--- src/sv/tem_pkg.sv ---
// Shared types and codes for the timer expiry min-heap.
package tem_pkg;

  localparam int ID_FIELD_W   = 16;
  localparam int TIME_FIELD_W = 32;
  localparam int LIVE_W       = 6;

  localparam logic [1:0] OP_ADD    = 2'd0;
  localparam logic [1:0] OP_CANCEL = 2'd1;
  localparam logic [1:0] OP_TICK   = 2'd2;
  localparam logic [1:0] OP_UNUSED = 2'd3;

  localparam logic [1:0] ST_OK      = 2'd0;
  localparam logic [1:0] ST_FULL    = 2'd1;
  localparam logic [1:0] ST_NOMATCH = 2'd2;

  typedef struct packed {
    logic [1:0]              op;
    logic [ID_FIELD_W-1:0]   timer_id;
    logic [TIME_FIELD_W-1:0] expire_time;
    logic [TIME_FIELD_W-1:0] now;
  } tem_req_t;

  typedef struct packed {
    logic [ID_FIELD_W-1:0] fired_id;
    logic                  fired;
    logic [1:0]            status;
    logic                  last;
    logic [LIVE_W-1:0]     live_count;
  } tem_rsp_t;

  // Events from the heap sequencer to the request/response front end.
  typedef struct packed {
    logic       push;
    logic       done;
    logic [1:0] status;
  } tem_evt_t;

endpackage

--- src/sv/tem_ram.sv ---
// Generic single-port-write, single-port-read RAM with registered read data.
module tem_ram #(
  parameter int WIDTH = 8,
  parameter int DEPTH = 32
) (
  input  logic                     clk,
  input  logic                     we,
  input  logic [$clog2(DEPTH)-1:0] waddr,
  input  logic [WIDTH-1:0]         wdata,
  input  logic [$clog2(DEPTH)-1:0] raddr,
  output logic [WIDTH-1:0]         rdata
);

  logic [WIDTH-1:0] mem [DEPTH];

  always_ff @(posedge clk) begin
    if (we) begin
      mem[waddr] <= wdata;
    end
    rdata <= mem[raddr];
  end

endmodule

--- src/sv/tem_heap_seq.sv ---
// Heap sequencer: add, cancel, compaction, rebuild and tick over the entry RAM.
module tem_heap_seq import tem_pkg::*; #(
  parameter int CAPACITY   = 32,
  parameter int ID_WIDTH   = 16,
  parameter int TIME_WIDTH = 32
) (
  input  logic                             clk,
  input  logic                             rst,
  input  logic                             start,
  input  logic [1:0]                       op,
  input  logic [ID_WIDTH-1:0]              id,
  input  logic [TIME_WIDTH-1:0]            exp_time,
  input  logic [TIME_WIDTH-1:0]            now,
  output tem_evt_t                         evt,
  output logic [ID_WIDTH-1:0]              push_id,
  output logic [$clog2(CAPACITY+1)-1:0]    size
);

  localparam int AW = $clog2(CAPACITY);
  localparam int CW = $clog2(CAPACITY + 1);
  localparam int EW = 1 + ID_WIDTH + TIME_WIDTH;
  localparam int VB = EW - 1;

  typedef enum logic [16:0] {
    S_IDLE   = 17'b00000000000000001,
    S_UP_RD  = 17'b00000000000000010,
    S_UP_CMP = 17'b00000000000000100,
    S_DN_LD  = 17'b00000000000001000,
    S_DN_L   = 17'b00000000000010000,
    S_DN_R   = 17'b00000000000100000,
    S_DN_CMP = 17'b00000000001000000,
    S_CN_RD  = 17'b00000000010000000,
    S_CN_CHK = 17'b00000000100000000,
    S_CN_END = 17'b00000001000000000,
    S_CP_RD  = 17'b00000010000000000,
    S_CP_CHK = 17'b00000100000000000,
    S_RB     = 17'b00001000000000000,
    S_TK_RD  = 17'b00010000000000000,
    S_TK_CHK = 17'b00100000000000000,
    S_DONE   = 17'b01000000000000000,
    S_SPARE  = 17'b10000000000000000
  } state_t;

  state_t state, state_next;
  logic [CW-1:0] size_next, cc, cc_next;
  logic [CW-1:0] i, i_next, k, k_next, scan, scan_next, w, w_next, hits, hits_next;
  logic [EW-1:0] cur, cur_next, lch, lch_next;
  logic has_r, has_r_next, ret_tick, ret_tick_next;
  logic [1:0] status, status_next;
  logic [ID_WIDTH-1:0] id_r, id_r_next;
  logic [TIME_WIDTH-1:0] now_r, now_r_next;

  logic we;
  logic [AW-1:0] waddr, raddr;
  logic [EW-1:0] wdata, rdata;
  logic push;

  logic [CW:0] lidx;
  logic [CW-1:0] parent;
  logic [CW-1:0] cc_sum;
  logic [EW-1:0] cand;
  logic [CW-1:0] cidx;

  tem_ram #(.WIDTH(EW), .DEPTH(CAPACITY)) u_entries (
    .clk(clk), .we(we), .waddr(waddr), .wdata(wdata), .raddr(raddr), .rdata(rdata)
  );

  assign lidx   = {i, 1'b1};
  assign parent = (i - CW'(1)) >> 1;
  assign cc_sum = cc + hits;

  always_comb begin
    state_next    = state;
    size_next     = size;
    cc_next       = cc;
    i_next        = i;
    k_next        = k;
    scan_next     = scan;
    w_next        = w;
    hits_next     = hits;
    cur_next      = cur;
    lch_next      = lch;
    has_r_next    = has_r;
    ret_tick_next = ret_tick;
    status_next   = status;
    id_r_next     = id_r;
    now_r_next    = now_r;
    we            = 1'b0;
    waddr         = AW'(i);
    wdata         = cur;
    raddr         = '0;
    push          = 1'b0;
    cand          = lch;
    cidx          = CW'(lidx);

    case (state)
      S_IDLE: begin
        if (start) begin
          id_r_next   = id;
          now_r_next  = now;
          status_next = ST_OK;
          case (op)
            OP_ADD: begin
              if (size >= CW'(CAPACITY)) begin
                status_next = ST_FULL;
                state_next  = S_DONE;
              end else begin
                cur_next   = {1'b1, id, exp_time};
                i_next     = size;
                size_next  = size + CW'(1);
                state_next = S_UP_RD;
              end
            end
            OP_CANCEL: begin
              scan_next  = '0;
              hits_next  = '0;
              state_next = S_CN_RD;
            end
            OP_TICK:  state_next = S_TK_RD;
            default:  state_next = S_DONE;
          endcase
        end
      end

      // Sift-up moves a hole toward the root instead of swapping.
      S_UP_RD: begin
        if (i == '0) begin
          we         = 1'b1;
          state_next = S_DONE;
        end else begin
          raddr      = AW'(parent);
          state_next = S_UP_CMP;
        end
      end

      S_UP_CMP: begin
        we = 1'b1;
        if (cur[TIME_WIDTH-1:0] < rdata[TIME_WIDTH-1:0]) begin
          wdata      = rdata;
          i_next     = parent;
          state_next = S_UP_RD;
        end else begin
          state_next = S_DONE;
        end
      end

      S_DN_LD: begin
        cur_next   = rdata;
        state_next = S_DN_L;
      end

      S_DN_L: begin
        if (lidx >= {1'b0, size}) begin
          we         = 1'b1;
          state_next = ret_tick ? S_TK_RD : S_RB;
        end else begin
          raddr      = AW'(lidx);
          state_next = S_DN_R;
        end
      end

      S_DN_R: begin
        lch_next   = rdata;
        has_r_next = (lidx + (CW+1)'(1)) < {1'b0, size};
        raddr      = AW'(lidx + (CW+1)'(1));
        state_next = S_DN_CMP;
      end

      S_DN_CMP: begin
        if (has_r && (rdata[TIME_WIDTH-1:0] < lch[TIME_WIDTH-1:0])) begin
          cand = rdata;
          cidx = CW'(lidx) + CW'(1);
        end
        we = 1'b1;
        if (cand[TIME_WIDTH-1:0] < cur[TIME_WIDTH-1:0]) begin
          wdata      = cand;
          i_next     = cidx;
          state_next = S_DN_L;
        end else begin
          state_next = ret_tick ? S_TK_RD : S_RB;
        end
      end

      S_CN_RD: begin
        if (scan == size) begin
          state_next = S_CN_END;
        end else begin
          raddr      = AW'(scan);
          state_next = S_CN_CHK;
        end
      end

      S_CN_CHK: begin
        if (rdata[VB] && (rdata[TIME_WIDTH +: ID_WIDTH] == id_r)) begin
          we        = 1'b1;
          waddr     = AW'(scan);
          wdata     = {1'b0, rdata[EW-2:0]};
          hits_next = hits + CW'(1);
        end
        scan_next  = scan + CW'(1);
        state_next = S_CN_RD;
      end

      S_CN_END: begin
        if (hits == '0) begin
          status_next = ST_NOMATCH;
          state_next  = S_DONE;
        end else if (cc_sum >= (size >> 1)) begin
          scan_next  = '0;
          w_next     = '0;
          state_next = S_CP_RD;
        end else begin
          cc_next    = cc_sum;
          state_next = S_DONE;
        end
      end

      S_CP_RD: begin
        if (scan == size) begin
          size_next  = w;
          cc_next    = '0;
          k_next     = w >> 1;
          ret_tick_next = 1'b0;
          state_next = S_RB;
        end else begin
          raddr      = AW'(scan);
          state_next = S_CP_CHK;
        end
      end

      S_CP_CHK: begin
        if (rdata[VB]) begin
          we     = 1'b1;
          waddr  = AW'(w);
          wdata  = rdata;
          w_next = w + CW'(1);
        end
        scan_next  = scan + CW'(1);
        state_next = S_CP_RD;
      end

      S_RB: begin
        if (k == '0) begin
          state_next = S_DONE;
        end else begin
          raddr         = AW'(k - CW'(1));
          i_next        = k - CW'(1);
          k_next        = k - CW'(1);
          ret_tick_next = 1'b0;
          state_next    = S_DN_LD;
        end
      end

      S_TK_RD: begin
        if (size == '0) begin
          state_next = S_DONE;
        end else begin
          raddr      = '0;
          state_next = S_TK_CHK;
        end
      end

      S_TK_CHK: begin
        if (rdata[TIME_WIDTH-1:0] <= now_r) begin
          if (rdata[VB]) begin
            push = 1'b1;
          end else if (cc != '0) begin
            cc_next = cc - CW'(1);
          end
          size_next = size - CW'(1);
          if (size == CW'(1)) begin
            state_next = S_DONE;
          end else begin
            // The last slot moves to the root and sinks.
            raddr         = AW'(size - CW'(1));
            i_next        = '0;
            ret_tick_next = 1'b1;
            state_next    = S_DN_LD;
          end
        end else begin
          state_next = S_DONE;
        end
      end

      S_DONE:  state_next = S_IDLE;
      default: state_next = S_IDLE;
    endcase
  end

  always_ff @(posedge clk) begin
    if (rst) begin
      state <= S_IDLE;
      size  <= '0;
      cc    <= '0;
    end else begin
      state <= state_next;
      size  <= size_next;
      cc    <= cc_next;
    end
  end

  always_ff @(posedge clk) begin
    i        <= i_next;
    k        <= k_next;
    scan     <= scan_next;
    w        <= w_next;
    hits     <= hits_next;
    cur      <= cur_next;
    lch      <= lch_next;
    has_r    <= has_r_next;
    ret_tick <= ret_tick_next;
    status   <= status_next;
    id_r     <= id_r_next;
    now_r    <= now_r_next;
  end

  assign evt.push   = push;
  assign evt.done   = (state == S_DONE);
  assign evt.status = status;
  assign push_id    = rdata[TIME_WIDTH +: ID_WIDTH];

endmodule

--- src/sv/timer_expiry_min_heap.sv ---
// Top level of the timer queue: request intake, fired-id buffer and response register.
//
//   channel | signals                    | payload
//   request | req_valid, req_ready, req  | tem_req_t: op, timer_id, expire_time, now
//   response| rsp_valid, rsp_ready, rsp  | tem_rsp_t: fired_id, fired, status, last, live_count
//
// One request is handled at a time, and every access to the entry RAM waits for registered read data.
// Add sifts the new entry up from the end. Cancel scans every held entry and, once cancelled
// entries reach half the held count, runs a compaction pass and a rebuild of every internal slot.
// Tick pops each expired entry from the root, then sends one response per fired id.
// Reset clears the control state only; no clearing pass runs. A request is taken only when the
// response register is empty or being emptied, so a stalled response holds the block.
module timer_expiry_min_heap import tem_pkg::*; #(
  parameter int CAPACITY   = 32,
  parameter int ID_WIDTH   = 16,
  parameter int TIME_WIDTH = 32
) (
  input  logic     clk,
  input  logic     rst,
  input  logic     req_valid,
  output logic     req_ready,
  input  tem_req_t req,
  output logic     rsp_valid,
  input  logic     rsp_ready,
  output tem_rsp_t rsp
);

  localparam int AW = $clog2(CAPACITY);
  localparam int CW = $clog2(CAPACITY + 1);

  typedef enum logic [3:0] {
    T_IDLE  = 4'b0001,
    T_BUSY  = 4'b0010,
    T_DR_RD = 4'b0100,
    T_DR_LD = 4'b1000
  } tstate_t;

  tstate_t tstate, tstate_next;
  logic [CW-1:0] wr_cnt, wr_cnt_next, rd_ptr, rd_ptr_next;
  logic rsp_valid_next;
  tem_rsp_t rsp_next;
  logic tick_r, tick_r_next;

  tem_evt_t evt;
  logic [ID_WIDTH-1:0] push_id, fifo_q;
  logic [CW-1:0] size;
  logic start, load_ok;

  assign load_ok   = !rsp_valid || rsp_ready;
  assign req_ready = (tstate == T_IDLE) && load_ok;
  assign start     = req_valid && req_ready;

  tem_heap_seq #(.CAPACITY(CAPACITY), .ID_WIDTH(ID_WIDTH), .TIME_WIDTH(TIME_WIDTH)) u_seq (
    .clk(clk), .rst(rst), .start(start), .op(req.op),
    .id(ID_WIDTH'(req.timer_id)), .exp_time(TIME_WIDTH'(req.expire_time)),
    .now(TIME_WIDTH'(req.now)), .evt(evt), .push_id(push_id), .size(size)
  );

  tem_ram #(.WIDTH(ID_WIDTH), .DEPTH(CAPACITY)) u_fired (
    .clk(clk), .we(evt.push), .waddr(AW'(wr_cnt)), .wdata(push_id),
    .raddr(AW'(rd_ptr)), .rdata(fifo_q)
  );

  always_comb begin
    tstate_next    = tstate;
    wr_cnt_next    = wr_cnt;
    rd_ptr_next    = rd_ptr;
    tick_r_next    = tick_r;
    rsp_valid_next = rsp_valid && !rsp_ready;
    rsp_next       = rsp;
    if (evt.push) begin
      wr_cnt_next = wr_cnt + CW'(1);
    end
    case (tstate)
      T_IDLE: begin
        if (start) begin
          wr_cnt_next = '0;
          rd_ptr_next = '0;
          tick_r_next = (req.op == OP_TICK);
          tstate_next = T_BUSY;
        end
      end
      T_BUSY: begin
        // The response register is free here, since a request is only taken once it is.
        if (evt.done) begin
          if (tick_r && (wr_cnt != '0)) begin
            tstate_next = T_DR_RD;
          end else begin
            rsp_valid_next      = 1'b1;
            rsp_next.fired_id   = '0;
            rsp_next.fired      = 1'b0;
            rsp_next.status     = evt.status;
            rsp_next.last       = 1'b1;
            rsp_next.live_count = LIVE_W'(size);
            tstate_next         = T_IDLE;
          end
        end
      end
      T_DR_RD: tstate_next = T_DR_LD;
      T_DR_LD: begin
        if (load_ok) begin
          rsp_valid_next      = 1'b1;
          rsp_next.fired_id   = ID_FIELD_W'(fifo_q);
          rsp_next.fired      = 1'b1;
          rsp_next.status     = ST_OK;
          rsp_next.last       = (rd_ptr + CW'(1) == wr_cnt);
          rsp_next.live_count = LIVE_W'(size);
          rd_ptr_next         = rd_ptr + CW'(1);
          tstate_next         = (rd_ptr + CW'(1) == wr_cnt) ? T_IDLE : T_DR_RD;
        end
      end
      default: tstate_next = T_IDLE;
    endcase
  end

  always_ff @(posedge clk) begin
    if (rst) begin
      tstate    <= T_IDLE;
      rsp_valid <= 1'b0;
    end else begin
      tstate    <= tstate_next;
      rsp_valid <= rsp_valid_next;
    end
  end

  always_ff @(posedge clk) begin
    wr_cnt <= wr_cnt_next;
    rd_ptr <= rd_ptr_next;
    tick_r <= tick_r_next;
    rsp    <= rsp_next;
  end

endmodule

--- config.mk ---
export PLATFORM = sky130hd
export DESIGN_NAME = timer_expiry_min_heap
export DESIGN_NICKNAME = d
export VERILOG_FILES = /design/src/sv/tem_pkg.sv /design/src/sv/tem_ram.sv /design/src/sv/tem_heap_seq.sv /design/src/sv/timer_expiry_min_heap.sv
export SDC_FILE = /design/constraint.sdc
export NUM_CORES = 2
export LEC_CHECK = 0
export BUFFER_PORTS_ARGS = -buffer_cell sky130_fd_sc_hd__buf_2
export CELL_PAD_IN_SITES_DETAIL_PLACEMENT = 2
export CELL_PAD_IN_SITES_GLOBAL_PLACEMENT = 2
export CORE_MARGIN = 3
export CORE_UTILIZATION = 30
export CTS_BUF_LIST = sky130_fd_sc_hd__clkbuf_16
export CTS_CLUSTER_SIZE = 30
export DETAILED_ROUTE_END_ITERATION = 16
export GPL_TIMING_DRIVEN = 0
export HOLD_SLACK_MARGIN = 0.12
export PLACE_DENSITY = 0.66
export SETUP_SLACK_MARGIN = 0.3
export SLEW_MARGIN = 10
export SYNTH_ARGS = -nofsm -noshare
export SYNTH_HDL_FRONTEND = slang
export SYNTH_SLANG_ARGS = --single-unit
--- constraint.sdc ---
create_clock -name clk -period 11.2 [get_ports clk]
set_input_delay 1.68 -clock clk [delete_from_list [all_inputs] [get_ports clk]]
set_output_delay 1.68 -clock clk [all_outputs]
set_load 0.02 [all_outputs]
# --- Yosys cells after proc, flatten, opt, wreduce, memory -nomap -nowiden ---
# Memories as Yosys holds them, arrays and structs flattened. A register that Yosys moved wholly into a read port is not among the register bits.
# Index checks and enable logic that the tools add are counted.
word_totals:
  register_bits: 253
  ram_bits: 2080
  in_bits: 86
  output_inout_bits: 28
  word_cells: 255
  mem_count: 2
memory_table:
  columns: ["name", "words", "width", "rd", "rd_clocked_by_memory_dff", "write_ports", "line_no", "source"]
  rows:
  - ["u_seq.u_entries.mem", 32, 49, 1, 1, 1, "tem_ram.sv:14", "logic [WIDTH-1:0] mem [DEPTH];"]
  - ["u_fired.mem", 32, 16, 1, 1, 1, "tem_ram.sv:14", null]
classes:
  addsub: 13
  order_cmp: 8
  eq_ne: 48
  muxes: 113
  reduce_logical: 46
ops:
  columns: ["cell", "n"]
  rows:
  - ["$mux 49", 9]
  - ["$pmux 17 s15", 1]
  - ["$pmux 49 s4", 1]
  - ["$mux 6", 32]
  - ["$mux 16", 8]
  - ["$pmux 49 s2", 1]
  - ["$lt 32x32->1", 3]
  - ["$mux 26", 3]
  - ["$mux 17", 4]
  - ["$pmux 6 s3", 3]
  - ["$pmux 26 s2", 1]
  - ["$pmux 16 s3", 1]
  - ["$pmux 6 s2", 4]
  - ["$add 6x1->6 const B", 7]
  - ["$mux 5", 8]
  - ["$le 32x32->1", 1]
  - ["$pmux 5 s6", 1]
  - ["$pmux 6 s5", 1]
  - ["$ne 2x2->1 const B", 14]
  - ["$logic_not 6->1", 4]
  - ["$sub 6x1->6 const B", 4]
  - ["$mux 1", 18]
  - ["$eq 17x1->1 const B", 1]
  - ["$eq 17x10->1 const B", 1]
  - ["58 further kinds", 97]

# --- Logic depth before layout (Yosys ltp) ---
depth:
  ltp_word: 7
  depth_mapped: 26
  depth_no_buf: 22

# --- Hierarchy ---
# Synthesis repeated with hierarchy kept, for this count alone.
hier_totals:
  hier_cells: 6300
  hier_area_um2: 98927.4
by_module_without_submodules:
  columns: ["mod", "instances", "cells_each", "area_each_um2", "seq_area_each_um2"]
  rows:
  - ["tem_ram (u_seq.u_entries)", 1, 3434, 61854.3, 48066.1]
  - ["tem_ram (u_fired)", 1, 1143, 20535.9, 15695.1]
  - ["tem_heap_seq", 1, 1572, 14614.0, 5965.7]
  - ["timer_expiry_min_heap", 1, 151, 1923.1, 1211.2]

# --- Worst setup path after synthesis ---
# OpenSTA, ideal clock, no wires.
synth_timing:
  path_type: "register to register"
  start: "reg u_seq.state[15]"
  end: "mem u_seq.u_entries.mem[4][0] in the netlist's numbering (enable)"
  setup_time_ns: 0.456
  arrival_time_ns: 5.130
  required_time_ns: 10.744
  slack_ns: 5.614
  stages_incl_launch_ff: 14
  n_path_buf: 3
  period_less_slack_ns: 5.586
  path_cell_list: "dfxtp_1 buf_2 or4_1 clkbuf_1 nor4_1 nor3b_2 and3b_1 and2_1 buf_2 nor2_1 and2_1 a221oi_1 nand2_1 nor2_1"
synth_via:
  elab_chain_cells: 5
  elab_cells_between_ends: 11
  classes_between: "eq/ne (6); mux (4); reduce/logical (1)"
synth_lines:
  columns: ["element", "line_no", "source"]
  rows:
  - ["from (decl)", "tem_heap_seq.sv:44", "state_t state, state_next;"]
  - ["from (signal assigned)", "tem_heap_seq.sv:296", "state <= state_next;"]
  - ["$eq 17x3->1 or $eq 17x7->1 (tied branches)", "tem_heap_seq.sv:96", "case (state)"]
  - ["$reduce_or 2->1 (no line)", null, null]
  - ["$pmux 1 s5", "tem_heap_seq.sv:96", null]
  - ["$mux 1", "tem_ram.sv:17", "if (we) begin"]
  - ["$mux 1 (not written as such)", "tem_ram.sv:18", "mem[waddr] <= wdata;"]
  - ["to (decl)", "tem_ram.sv:14", null]
# Several ways; a longest one is shown, not always the timed one.

# --- Worst setup path in the final report ---
layout_timing:
  start: "reg u_seq.u_entries.rdata[13], read port of u_seq.u_entries.mem"
  end: "mem u_seq.u_entries.mem[24][32] in the netlist's numbering (data pin)"
layout_via:
  elab_chain_cells: 7
  elab_cells_between_ends: 9
  classes_between: "order compare (3); mux (5); reduce/logical (1)"
layout_lines:
  columns: ["element", "line_no", "source"]
  rows:
  - ["from (decl)", "tem_ram.sv:11", "output logic [WIDTH-1:0] rdata"]
  - ["$lt 32x32->1", "tem_heap_seq.sv:170", "if (has_r && (rdata[TIME_WIDTH-1:0] < lch[TIME_WIDTH-1:0])) begin"]
  - ["$logic_and 1x1->1", "tem_heap_seq.sv:170", null]
  - ["$mux 49", "tem_heap_seq.sv:170", null]
  - ["$mux 49", "tem_heap_seq.sv:96", null]
  - ["$lt 32x32->1", "tem_heap_seq.sv:175", "if (cand[TIME_WIDTH-1:0] < cur[TIME_WIDTH-1:0]) begin"]
  - ["$mux 49", "tem_heap_seq.sv:175", null]
  - ["$pmux 49 s4 (*)", "tem_heap_seq.sv:96", null]
  - ["net u_seq.u_entries.wdata[32]", "tem_ram.sv:9", "input logic [WIDTH-1:0] wdata,"]
# The timed path passes the listed nets; every way through them passes the cells marked *. The select of a mux whose other input is x is not followed.

==> flow_summary.yaml <==
setup_path:
  cp.arrival_ps: 9170
  reg2reg_from: "u_seq.u_entries.rdata[13]$_DFF_P_"
  path_max_fanout: 32
  cp-start-kind: "flop"
  path_cells: "ha_1, a21o_1, a21o_1, a21oi_1, o211ai_1, a21oi_1, o21ai_1, clkbuf_1, clkbuf_1, nand2_1, o21ai_0, ha_1, a211o_1, nor2_1, a2111oi_0, o31ai_1, nand4_1, mux2i_1, o21ai_0, a21oi_1, nand2_1, buf_2, clkbuf_1, a221o_2"
  cpPeakStageDelay_ps: 970
  reg2reg_depth: 24
  crit_required_ps: 11690
  path_class: "reg2reg"
  critPathCaptureType: "flop"
  r2r_setup_slack_ps: 2520
  slowest_stage: "a221o_2"
  r2r_end: "u_seq.u_entries.mem[24][32]$_DFFE_PP_"
synth:
  synth_commonest_cells: "edfxtp_1, nand2_1, nand3_1"
  synth_seq_cells: 2397
  netlist_instances: 6686
  yosysMostFrequentCell: "edfxtp_1"
  synthTopCellsByArea: "edfxtp_1, nand2_1, mux4_2, nand3_1, mux2i_1"
  synth_cell_types: 83
  synthArstFlopShare_pct: 0
  synth_area_sq_um: 98200
  synth_top_area_share_pct: 70.1
  syn-num-nets: 6942
  yosys_warnings: 0
  yosysSeqAreaShare_pct: 72.2
  synth_ff_type: "edfxtp_1"
  synth_top_cell_by_area: "edfxtp_1"
  postSynthAreaPerCell_sq_um: 14.7
  synth_edf_count: 2293
cts:
  cts-root-buf: "clkbuf_16"
  cts_hold_buf: 0
  cts_setup_buffers: 0
  h-tree-depth: 5
  cts.reportedPaths.clkPinSlew_ps: 60
  clk_latency_ps: 880
  cts_buffer_depth: 4
  ctsResizeCount: 0
  cts_buffers: 274
  cts_tree: "built"
  cts_sinks: 2397
worst_hold_path:
  hold_start: "u_seq.size[4]$_SDFFE_PP0P_"
  min_to: "rsp[4]$_DFFE_PP_"
  hold_depth: 0
  min_path_type: "reg2reg"
cells_and_area:
  finish.net_count: 7459
  final_area_sq_um: 116000
  area_growth_pct: 17.6
  final_core_util_pct: 35.5
  drive_gt1_share_pct: 14.6
detailed_routing:
  drt_iter0_markers: 7617
  first_pass_iters: 6
  postRouteAntennaNets: 0
  vias_per_cell: 5.47
  routed_wl_um: 388000
  vias: 64200
  wl_per_cell_um: 33.0
  drc_errors: 0
sta:
  worstMarginPinSlew_ps: 1370
  fin_skew_ps: 65.7
  clock.fmax_mhz: 115
  drv_slew: 0
  maxSlewHeadroom_pct: 8.38
  setup_slack_ps: 2520
  fin_tns_setup_ps: 0
  fin_crit_ps: 8680
  hold_viol: 0
  setup_violations: 0
  period_share_pct: 77.5
  grt_setup_unrepaired: "no"
  holdWs_ps: 447
pwr:
  p_seq_share_pct: 50.1
  peakVddDrop_v: 0.000115
  p_int_mw: 15.3
  power_per_cell_area_nw_per_um2: 175
  swShare_pct: 24.4
  clkPwrFrac_pct: 42.5
  switching_power_mw: 4.95
  p_leak_nw: 39.3
  comb_power_share_pct: 7.3
die:
  coreArea_sq_um: 325000
  start_util_pct: 30.2
  rows: 209
  chipHeight_um: 578
  die_area_sq_um: 334000
  die_w_um: 578
  top_level_ports: 114
global_routing:
  globalRouteTotalUtil_pct: 22.7
  grt_pass1_wl_um: 540000
  grt_remaining_overflow: 0
  grt_max_degree: 54
  grt_pass1_vias: 68500
  antenna_found_initial: 39
status:
  status: "complete, no violations"
place:
  hpwl_um: 275000
  globalplace.congestion: 0.860
  pre_cts_ws_ps: 2320
  numPortBuffers: 112
  placed_area_sq_um: 107000
run:
  maxCapViolCount: 0
[per-stage QoR]
step	instances	total power [mW]
after detailed placement	11300	11.8
after global placement	11100	11.7
after CTS	11700	20.4
after global routing	11700	20.8
after floorplan	6686	11.0
final	11800	20.3
[cell usage in the layout, fill, tap and decap left out, drive strengths merged, types with 30 or more instances in the layout]
master,n
clkinv,101
edfxtp,2293
mux2i,262
nand2,1243
a31oi,111
nor2b,57
nor2,199
and3,108
clkbuf,493
mux4,160
dfxtp,104
mux2,33
a21oi,89
a221o,53
nand3,564
a222oi,55
ha,169
nand4,49
o21ai,111
a21o,47
inv,241
a32oi,60
buf,399
nand3b,44
xor2,30
xnor2,45
[worst max path at each step]
stage / from / to / slack, ps / depth (start not counted)
2_1_floorplan: u_seq.state[15]$_SDFFE_PP0P_ / u_seq.u_entries.mem[4][0]$_DFFE_PP_ / 5610 / 13
3_3_place_gp: u_seq.u_entries.rdata[41]$_DFF_P_ / u_seq.u_entries.mem[31][46]$_DFFE_PP_ / 320 / 11
3_5_place_dp: u_seq.u_entries.rdata[13]$_DFF_P_ / u_seq.u_entries.mem[28][43]$_DFFE_PP_ / 2320 / 24
4_1_cts: u_seq.u_entries.rdata[13]$_DFF_P_ / u_seq.u_entries.mem[5][43]$_DFFE_PP_ / 2230 / 24
5_1_grt: u_seq.u_entries.rdata[13]$_DFF_P_ / u_seq.u_entries.mem[24][32]$_DFFE_PP_ / 2130 / 22
6_report: u_seq.u_entries.rdata[13]$_DFF_P_ / u_seq.u_entries.mem[24][32]$_DFFE_PP_ / 2520 / 24
[registers in the layout (all words and copies together), names as in the netlist, 16 cells and up]
register               cells
u_seq.u_entries.mem     1568
u_fired.mem              512
u_seq.cur                 49
u_seq.lch                 49
u_seq.u_entries.rdata     49
u_seq.now_r               32
rsp                       26
u_fired.rdata             16
u_seq.id_r                16
u_seq.state               16
[routing by layer]
| layer | up-vias | share of wire [%] | track usage (%) |
|---|---|---|---|
| met2 | 2655 | 48 | 38.2 |
| met3 | 676 | 6.7 | 3.39 |
| met4 | 10 | 4.5 | 9.23 |
| li1 | 26400 | - | - |
| met1 | 34500 | 40 | 29.4 |
| met5 | - | 0.023 | 0 |
[final cells by class]
class | instances | area [sq um]
antenna | 19 | 47.5
buffer | 370 | 1680
clock buffer | 281 | 7030
clock inverter | 199 | 1360
fill | 32700 | 210000
inverter | 163 | 614
multi-input combinational | 3756 | 25400
sequential | 2397 | 71000
tap | 4325 | 5410
timing repair buffer | 241 | 2980
[power by group through the flow]
stage / registers, mW / logic, mW / clock network [mW]
after floorplan: 10.2 / 0.765 / 0
after global placement: 10.4 / 1.35 / 0
after detailed placement: 10.3 / 1.47 / 0
after CTS: 10.2 / 1.48 / 8.76
after global routing: 10.2 / 1.58 / 9.11
final: 10.2 / 1.49 / 8.63
[logic make-up after synthesis]
logic type	count (synthesis)	synth area share, %
adder cells (fa/ha/maj)	170	2.17
flip-flops	2397	72.2
multiplexers	455	6.72
AO/OA/AOI/OAI	655	4.81
buffers and inverters	533	2.33
XOR/XNOR	75	0.669
AND/OR/NAND/NOR	2401	11.1
[worst max-delay path: cells and delay by family, from the launching register on]
family	cells	cell delay (ps)
AO/OA/AOI/OAI	13	4470
multiplexers	1	90
buffers and inverters	4	1990
AND/OR/NAND/NOR	4	520
flip-flops	1	510
adder cells (fa/ha/maj)	2	680
Note: power is estimated with default switching activity, not from simulation.
